$ cat src/hsrm_pkg.sv
// Shared constants, types and state encoding for the half-set reference mean core.
package hsrm_pkg;

   // Store depth and coordinate width.
   localparam int MAX_POINTS = 64;
   localparam int COORD_BITS = 12;

   // Derived widths.
   localparam int ADDR_W = $clog2(MAX_POINTS);
   localparam int CNT_W  = $clog2(MAX_POINTS + 1);
   localparam int SUM_W  = COORD_BITS + $clog2(MAX_POINTS);
   localparam int STEP_W = $clog2(SUM_W + 1);
   localparam int POINT_W = 2 * COORD_BITS;

   // Reference point codes carried on mode and which_ref.
   localparam logic [1:0] MODE_LEFT   = 2'd0;
   localparam logic [1:0] MODE_RIGHT  = 2'd1;
   localparam logic [1:0] MODE_TOP    = 2'd2;
   localparam logic [1:0] MODE_BOTTOM = 2'd3;

   typedef enum logic [2:0] {
      ST_IDLE,
      ST_SETUP,
      ST_LOAD,
      ST_LATCH,
      ST_SCAN,
      ST_DECIDE,
      ST_DIV,
      ST_RESULT
   } state_type;

endpackage

$ cat src/hsrm_div.sv
// Restoring divider that retires one quotient bit per cycle.
module hsrm_div
   import hsrm_pkg::*;
(
   input  logic             clock,
   input  logic             reset,
   input  logic             start,
   input  logic [SUM_W-1:0] dividend,
   input  logic [CNT_W-1:0] divisor,
   output logic             done,
   output logic [SUM_W-1:0] quotient
);

   logic              busy_ff, busy_in;
   logic [STEP_W-1:0] step_ff, step_in;
   logic [SUM_W-1:0]  quo_ff, quo_in;
   logic [CNT_W-1:0]  rem_ff, rem_in;
   logic [CNT_W-1:0]  div_ff, div_in;
   logic [CNT_W:0]    rem_shift;
   logic [CNT_W+1:0]  diff;
   logic              ge;
   logic              last_step;

   always_comb begin
      // Bring down the next dividend bit and try a subtraction.
      rem_shift = {rem_ff, quo_ff[SUM_W-1]};
      diff      = {1'b0, rem_shift} - {2'b00, div_ff};
      ge        = ~diff[CNT_W+1];
      last_step = (step_ff == STEP_W'(SUM_W - 1));

      busy_in = busy_ff;
      step_in = step_ff;
      quo_in  = quo_ff;
      rem_in  = rem_ff;
      div_in  = div_ff;
      done    = 1'b0;

      if (start) begin
         busy_in = 1'b1;
         step_in = '0;
         quo_in  = dividend;
         rem_in  = '0;
         div_in  = divisor;
      end else if (busy_ff) begin
         quo_in  = {quo_ff[SUM_W-2:0], ge};
         rem_in  = ge ? diff[CNT_W-1:0] : rem_shift[CNT_W-1:0];
         step_in = step_ff + STEP_W'(1);
         if (last_step) begin
            busy_in = 1'b0;
            done    = 1'b1;
         end
      end
   end

   always_ff @(posedge clock) begin
      if (reset) begin
         busy_ff <= 1'b0;
      end else begin
         busy_ff <= busy_in;
      end
      step_ff <= step_in;
      quo_ff  <= quo_in;
      rem_ff  <= rem_in;
      div_ff  <= div_in;
   end

   // The final quotient bit is shifted in on the cycle that done is high.
   assign quotient = {quo_ff[SUM_W-2:0], ge};

endmodule

$ cat src/half_set_reference_mean_core.sv
// Top level of the half-set reference mean core: point store, rank sequencer and result stage.
// Sequence: a sample is written to the store as it is taken, unless the store is full. With n
//   stored points the result follows the closing item through a setup state, then per point a load,
//   a latch, n compares and a decide on the single read port, then the divide; an empty chosen half
//   goes from setup straight to the result. Throughput: one sample per cycle while loading, none from the
//   closing item until its result is taken. Reset: synchronous, active high; empties the store.
module half_set_reference_mean_core
   import hsrm_pkg::*;
(
   input  logic                  clock,
   input  logic                  reset,
   input  logic                  req_valid,
   output logic                  req_stall,
   input  logic [COORD_BITS-1:0] req_x_coord,
   input  logic [COORD_BITS-1:0] req_y_coord,
   input  logic [1:0]            req_mode,
   input  logic                  req_last,
   output logic                  rsp_valid,
   input  logic                  rsp_stall,
   output logic [COORD_BITS-1:0] rsp_ref_value,
   output logic [1:0]            rsp_which_ref,
   output logic                  rsp_ok
);

   // The point store holds x in the low half of each entry and y in the high half.
   logic [POINT_W-1:0] point_store_mem [MAX_POINTS];
   logic [POINT_W-1:0] rd_data_ff;
   logic [ADDR_W-1:0]  rd_addr;
   logic               wr_en;

   state_type state_ff, state_in;

   logic [CNT_W-1:0]      count_ff, count_in;    // points stored so far
   logic [CNT_W-1:0]      n_ff, n_in;            // size of the set being evaluated
   logic [1:0]            mode_ff, mode_in;
   logic [CNT_W-1:0]      i_ff, i_in;            // point whose rank is being found
   logic [CNT_W-1:0]      j_ff, j_in;            // point whose data sits in rd_data_ff
   logic [CNT_W-1:0]      rank_ff, rank_in;
   logic [COORD_BITS-1:0] key_i_ff, key_i_in;
   logic [SUM_W-1:0]      sum_ff, sum_in;
   logic [COORD_BITS-1:0] value_ff, value_in;
   logic                  ok_ff, ok_in;

   logic                  req_accept;
   logic                  rsp_accept;
   logic                  store_room;
   logic [CNT_W-1:0]      half;
   logic                  take_lower;
   logic [CNT_W-1:0]      sel_count;
   logic [COORD_BITS-1:0] key_j;
   logic                  j_less;
   logic                  scan_end;
   logic                  set_end;
   logic                  div_start;
   logic                  div_done;
   logic [SUM_W-1:0]      div_quotient;

   assign req_accept = req_valid && !req_stall;
   assign rsp_accept = rsp_valid && !rsp_stall;
   assign store_room = (count_ff < CNT_W'(MAX_POINTS));

   // The lower half holds the floor(n/2) smallest keys, the upper half the rest.
   // Right and top average the lower half; left and bottom average the upper half.
   assign half       = n_ff >> 1;
   assign take_lower = (mode_ff == MODE_RIGHT) || (mode_ff == MODE_TOP);
   assign sel_count  = take_lower ? half : (n_ff - half);

   // Top and bottom sort by y, left and right by x.
   assign key_j = mode_ff[1] ? rd_data_ff[POINT_W-1:COORD_BITS] : rd_data_ff[COORD_BITS-1:0];

   // Rank with ties broken by store position, so every point gets a distinct rank
   // and exactly floor(n/2) points land in the lower half.
   assign j_less   = (key_j < key_i_ff) || ((key_j == key_i_ff) && (j_ff < i_ff));
   assign scan_end = (j_ff == n_ff - CNT_W'(1));
   assign set_end  = (i_ff == n_ff - CNT_W'(1));

   // Next state.
   always_comb begin
      state_in = state_ff;
      case (state_ff)
         ST_IDLE: begin
            if (req_accept && req_last) begin
               state_in = ST_SETUP;
            end
         end
         ST_SETUP: begin
            // An empty half skips straight to a failed result.
            state_in = (sel_count == '0) ? ST_RESULT : ST_LOAD;
         end
         ST_LOAD: begin
            state_in = ST_LATCH;
         end
         ST_LATCH: begin
            state_in = ST_SCAN;
         end
         ST_SCAN: begin
            if (scan_end) begin
               state_in = ST_DECIDE;
            end
         end
         ST_DECIDE: begin
            state_in = set_end ? ST_DIV : ST_LOAD;
         end
         ST_DIV: begin
            if (div_done) begin
               state_in = ST_RESULT;
            end
         end
         ST_RESULT: begin
            if (rsp_accept) begin
               state_in = ST_IDLE;
            end
         end
         default: begin
            state_in = ST_IDLE;
         end
      endcase
   end

   // Datapath controls and next register values.
   always_comb begin
      count_in  = count_ff;
      n_in      = n_ff;
      mode_in   = mode_ff;
      i_in      = i_ff;
      j_in      = j_ff;
      rank_in   = rank_ff;
      key_i_in  = key_i_ff;
      sum_in    = sum_ff;
      value_in  = value_ff;
      ok_in     = ok_ff;
      rd_addr   = i_ff[ADDR_W-1:0];
      wr_en     = 1'b0;
      div_start = 1'b0;
      req_stall = 1'b1;
      rsp_valid = 1'b0;

      case (state_ff)
         ST_IDLE: begin
            req_stall = 1'b0;
            if (req_accept) begin
               // Samples past the store depth, the closing one included, are dropped.
               wr_en   = store_room;
               mode_in = req_mode;
               if (store_room) begin
                  count_in = count_ff + CNT_W'(1);
               end
               if (req_last) begin
                  n_in = store_room ? (count_ff + CNT_W'(1)) : count_ff;
               end
            end
         end
         ST_SETUP: begin
            i_in     = '0;
            sum_in   = '0;
            value_in = '0;
            ok_in    = 1'b0;
         end
         ST_LOAD: begin
            rd_addr = i_ff[ADDR_W-1:0];
         end
         ST_LATCH: begin
            // Point i is in the read register; start the sweep at entry zero.
            key_i_in = key_j;
            rd_addr  = '0;
            j_in     = '0;
            rank_in  = '0;
         end
         ST_SCAN: begin
            rd_addr = ADDR_W'(j_ff + CNT_W'(1));
            j_in    = j_ff + CNT_W'(1);
            if (j_less) begin
               rank_in = rank_ff + CNT_W'(1);
            end
         end
         ST_DECIDE: begin
            if ((rank_ff < half) == take_lower) begin
               sum_in = sum_ff + SUM_W'(key_i_ff);
            end
            i_in      = i_ff + CNT_W'(1);
            div_start = set_end;
         end
         ST_DIV: begin
            if (div_done) begin
               value_in = div_quotient[COORD_BITS-1:0];
               ok_in    = 1'b1;
            end
         end
         ST_RESULT: begin
            rsp_valid = 1'b1;
            if (rsp_accept) begin
               count_in = '0;
            end
         end
         default: begin
            req_stall = 1'b1;
         end
      endcase
   end

   always_ff @(posedge clock) begin
      if (reset) begin
         state_ff <= ST_IDLE;
         count_ff <= '0;
      end else begin
         state_ff <= state_in;
         count_ff <= count_in;
      end
      n_ff     <= n_in;
      mode_ff  <= mode_in;
      i_ff     <= i_in;
      j_ff     <= j_in;
      rank_ff  <= rank_in;
      key_i_ff <= key_i_in;
      sum_ff   <= sum_in;
      value_ff <= value_in;
      ok_ff    <= ok_in;
   end

   // Point store with one write port and a registered read port.
   always_ff @(posedge clock) begin
      if (wr_en) begin
         point_store_mem[count_ff[ADDR_W-1:0]] <= {req_y_coord, req_x_coord};
      end
      rd_data_ff <= point_store_mem[rd_addr];
   end

   // The divisor is the size of the chosen half, nonzero whenever the divider runs.
   hsrm_div u_div (
      .clock    (clock),
      .reset    (reset),
      .start    (div_start),
      .dividend (sum_in),
      .divisor  (sel_count),
      .done     (div_done),
      .quotient (div_quotient)
   );

   assign rsp_ref_value = value_ff;
   assign rsp_which_ref = mode_ff;
   assign rsp_ok        = ok_ff;

endmodule

$ cat config.mk
export PLATFORM = sky130hd
export DESIGN_NAME = half_set_reference_mean_core
export DESIGN_NICKNAME = d
export VERILOG_FILES = /design/src/hsrm_pkg.sv /design/src/hsrm_div.sv /design/src/half_set_reference_mean_core.sv
export SDC_FILE = /design/constraint.sdc
export NUM_CORES = 2
export LEC_CHECK = 0
export ABC_AREA = 1
export BUFFER_PORTS_ARGS = -buffer_cell sky130_fd_sc_hd__buf_2
export CORE_AREA = 2 2 368 370
export CTS_BUF_LIST = sky130_fd_sc_hd__clkbuf_16
export CTS_CLUSTER_DIAMETER = 120
export DETAILED_ROUTE_END_ITERATION = 6
export DIE_AREA = 0 0 370 372
export PLACE_DENSITY = 0.7
export SLEW_MARGIN = 5
export SYNTH_ARGS = -nofsm -noshare
export SYNTH_HDL_FRONTEND = slang
export SYNTH_SLANG_ARGS = --single-unit
$ cat constraint.sdc
create_clock -name clock -period 4.9 [get_ports clock]
set_input_delay 1.47 -clock clock [delete_from_list [all_inputs] [get_ports clock]]
set_output_delay 1.47 -clock clock [all_outputs]
set_load 0.01 [all_outputs]
==> impl_metrics.env <==
export IMPL_rsz0062_at_grt="no"
export IMPL_cts_setup_buffers=0
export IMPL_switchingPower_w=0.0154
export IMPL_place_area_um2=75700
export IMPL_cts_resized=0
export IMPL_synth_commonest_cells="1616 x edfxtp_1, 1369 x nand2_1, 1270 x nand3_1"
export IMPL_syn_num_nets=6551
export IMPL_status="complete, no violations"
export IMPL_start_util_pct=54.4
export IMPL_setup_tns_ns=0
export IMPL_grt_use_total_pct=28.4
export IMPL_crit_path_start_kind="flop"
export IMPL_grt_pass1_wl_mm=291
export IMPL_fmax_ghz=0.259
export IMPL_synth_cells=6454
export IMPL_ir_worst_vdd_uv=451
export IMPL_ios=48
export IMPL_syn_area_per_cell_um2=11.3
export IMPL_syn2layout_area_growth_pct=10.7
export IMPL_hold_viol=0
export IMPL_slew_viol_final=0
export IMPL_first_global_vias=46000
export IMPL_synth_most_common_cell="edfxtp_1"
export IMPL_powerDensity_nw_per_um2=518
export IMPL_place_congestion=0.919
export IMPL_crit_path_end_kind="flop"
export IMPL_grt_antenna_before_repair=5
export IMPL_fp_dieH_um=372
export IMPL_synth_top_area_cell="edfxtp_1"
export IMPL_hold_buffers=0
export IMPL_worst_ep_required_time_ns=5.58
export IMPL_relSlewSlack_pct=1.51
export IMPL_seq_area_frac_synth_pct=68.2
export IMPL_crit_fanout=171
export IMPL_design_area_um2=80900
export IMPL_worstSetupPathType="flop to flop"
export IMPL_synth_mux_area_share_pct=0
export IMPL_power_internal_w=0.0265
export IMPL_synth_compound_area_share_pct=4.95
export IMPL_synth_cell_types=42
export IMPL_hold_path_end="u_div.rem_ff[6]$_SDFFE_PN0P_"
export IMPL_ys_flop_type="edfxtp_1"
export IMPL_insertion_delay_ns=0.82
export IMPL_cts_made_buffers=169
export IMPL_coreArea_um2=134000
export IMPL_hold_path_class="flop to flop"
export IMPL_r2r_end="rd_data_ff[4]$_DFF_P_"
export IMPL_dpl_hpwl_mm=116
export IMPL_hold_path_depth=2
export IMPL_p_sw_share_pct=36.7
export IMPL_synth_top_family_by_area="simple AND/OR/NAND/NOR gates"
export IMPL_firstDrtPassIters=5
export IMPL_dieArea_um2=138000
export IMPL_clk_transition_reported_paths_ns=0.06
export IMPL_tightest_slew_ns=1.48
export IMPL_layout_drive_gt1_share_pct=8.06
export IMPL_power_share_clock_pct=28.6
export IMPL_synth_area_top_cells="edfxtp_1 66%, nand3_1 8.7%, nand2_1 7.0%, inv_1 3.6%, o211ai_1 3.3%"
export IMPL_critPathLaunch="state_ff[1]$_SDFFE_PP0P_"
export IMPL_synth_seq_cells=1681
export IMPL_drv_cap=0
export IMPL_root_buffer="clkbuf_16"
export IMPL_yosys_warnings=0
export IMPL_synth_edff_count=1616
export IMPL_grt_max_degree=176
export IMPL_port_buffers=47
export IMPL_ant_nets=0
export IMPL_leakage_nw=30.8
export IMPL_routed_via_density=5.92
export IMPL_fin_worst_skew_ns=0.0418
export IMPL_hp_start="u_div.rem_ff[6]$_SDFFE_PN0P_"
export IMPL_period_share_pct=78.9
export IMPL_layout_nets=6555
export IMPL_synth_xor_area_share_pct=0.216
export IMPL_crit_arrival_ns=4.55
export IMPL_vias=49600
export IMPL_cts_sinks=1681
export IMPL_seq_power_share_pct=39.2
export IMPL_async_flop_share_pct=0
export IMPL_routed_wl_mm=197
export IMPL_synth_simple_area_share_pct=19.4
export IMPL_drc=0
export IMPL_period_needed_ns=3.87
export IMPL_drtIter0Drc=6278
export IMPL_wl_per_cell_um=23.5
export IMPL_overflow=0
export IMPL_die_x_um=370
export IMPL_netlist_area_um2=73000
export IMPL_setup_violations=0
export IMPL_reg2reg_from="state_ff[1]$_SDFFE_PP0P_"
export IMPL_yosys_area_share_adder_pct=1.16
export IMPL_clock_path_buffers=3
export IMPL_r2r_slack_ns=1.03
export IMPL_cts_tree="built"
export IMPL_rows=135
export IMPL_power_frac_comb_pct=32.2
export IMPL_cts_htree_levels=4
export IMPL_ff2ff_path_depth=13
export IMPL_yosysTopAreaCellShare_pct=66.4
## cell type report
type	count	area (um^2)
fillers	10500	53400
flip-flops and latches	1681	49800
multi-input cells	3676	19000
clock buffers	176	4400
inverters	702	2650
well taps	1781	2230
repair buffers	228	2020
clock inverters	134	707
diodes	4	10.0
## state kept, by name, indices dropped and copies added, names as in the netlist
signal           flops
count_ff             7
i_ff                 7
j_ff                 7
key_i_ff            12
n_ff                 7
point_store_mem   1536
rank_ff              7
rd_data_ff          24
rsp_ok               1
rsp_ref_value       12
rsp_which_ref        2
state_ff             3
sum_ff              18
u_div.busy_ff        1
u_div.div_ff         7
u_div.quo_ff        18
u_div.rem_ff         7
u_div.step_ff        5
## per-layer routing
metal  wire, um  global-route usage (%)  part of all wire (%)
met3      20400                    5.21                    10
met1      78800                    40.1                    40
met5         12                       0                0.0061
met4       8580                    12.1                   4.3
met2      89500                    43.6                    45
## layout by cell type, fill, tap and decap left out, drive strengths merged, types with 3 or more instances in the layout
cell type / count
fa: 3
nor2: 155
a21o: 75
edfxtp: 1616
xor2: 10
diode: 4
buf: 228
a21oi: 58
xnor2: 8
bufinv: 3
nand4: 12
inv: 763
nor3: 11
o211ai: 323
clkinv: 66
dfxtp: 65
nand3: 1273
o21bai: 3
clkbuf: 176
nand3b: 243
nand2: 1372
nor4: 3
ha: 63
o21ai: 49
clkinvlp: 4
or2: 4
## worst max path at each step
stage,end,slack [ns],cells past startpoint
2_1_floorplan,point_store_mem[14][0]$_DFFE_PP_,1.05,6
3_3_place_gp,point_store_mem[45][4]$_DFFE_PP_,1.00,9
3_5_place_dp,point_store_mem[45][4]$_DFFE_PP_,1.02,9
4_1_cts,rd_data_ff[4]$_DFF_P_,1.22,13
5_1_grt,rd_data_ff[4]$_DFF_P_,1.0,13
6_report,rd_data_ff[4]$_DFF_P_,1.03,13
## logic make-up after synthesis
group / count (synthesis)
xor gates and xnor gates: 18
DFF: 1681
adders and majority gates: 66
buffers and inverters: 1097
and+or+nand+nor: 3076
AOI/OAI and AO/OA: 516
## through the flow
step	setup slack (ns)	hold WS, ns	util, %	power (W)	instances
after floorplan	1.05	0.429	-	0.0251	6454
after global placement	1.00	0.441	56.4	0.0297	8068
after detailed placement	1.02	0.454	56.4	0.0299	8068
after CTS	1.22	0.468	60.2	0.0418	8378
after global routing	0.997	0.504	60.2	0.0436	8379
final	1.03	0.463	60.2	0.0419	8382
## worst max-delay path: stages (launching register included)
cell and delay, ns:
dfxtp_1 0.34, inv_1 0.13, nand2_1 0.11, nor2_2 0.57, nand2_8 0.10, buf_4 0.34
buf_12 0.33, nand3_1 0.26, a21o_1 0.13, nand3_1 0.09, nand3_1 0.23, nand3_1 0.34
nand3_1 0.42, nand2_1 0.10
## power by group through the flow
stage / Clock, W / Sequential, W / Combinational, W
2_1_floorplan: 0 / 0.0167 / 0.00838
3_3_place_gp: 0 / 0.0167 / 0.0130
3_5_place_dp: 0 / 0.0167 / 0.0132
4_1_cts: 0.0121 / 0.0164 / 0.0133
5_1_grt: 0.0127 / 0.0165 / 0.0145
6_report: 0.0120 / 0.0164 / 0.0135
No activity file was read; power rests on OpenSTA's default activity.
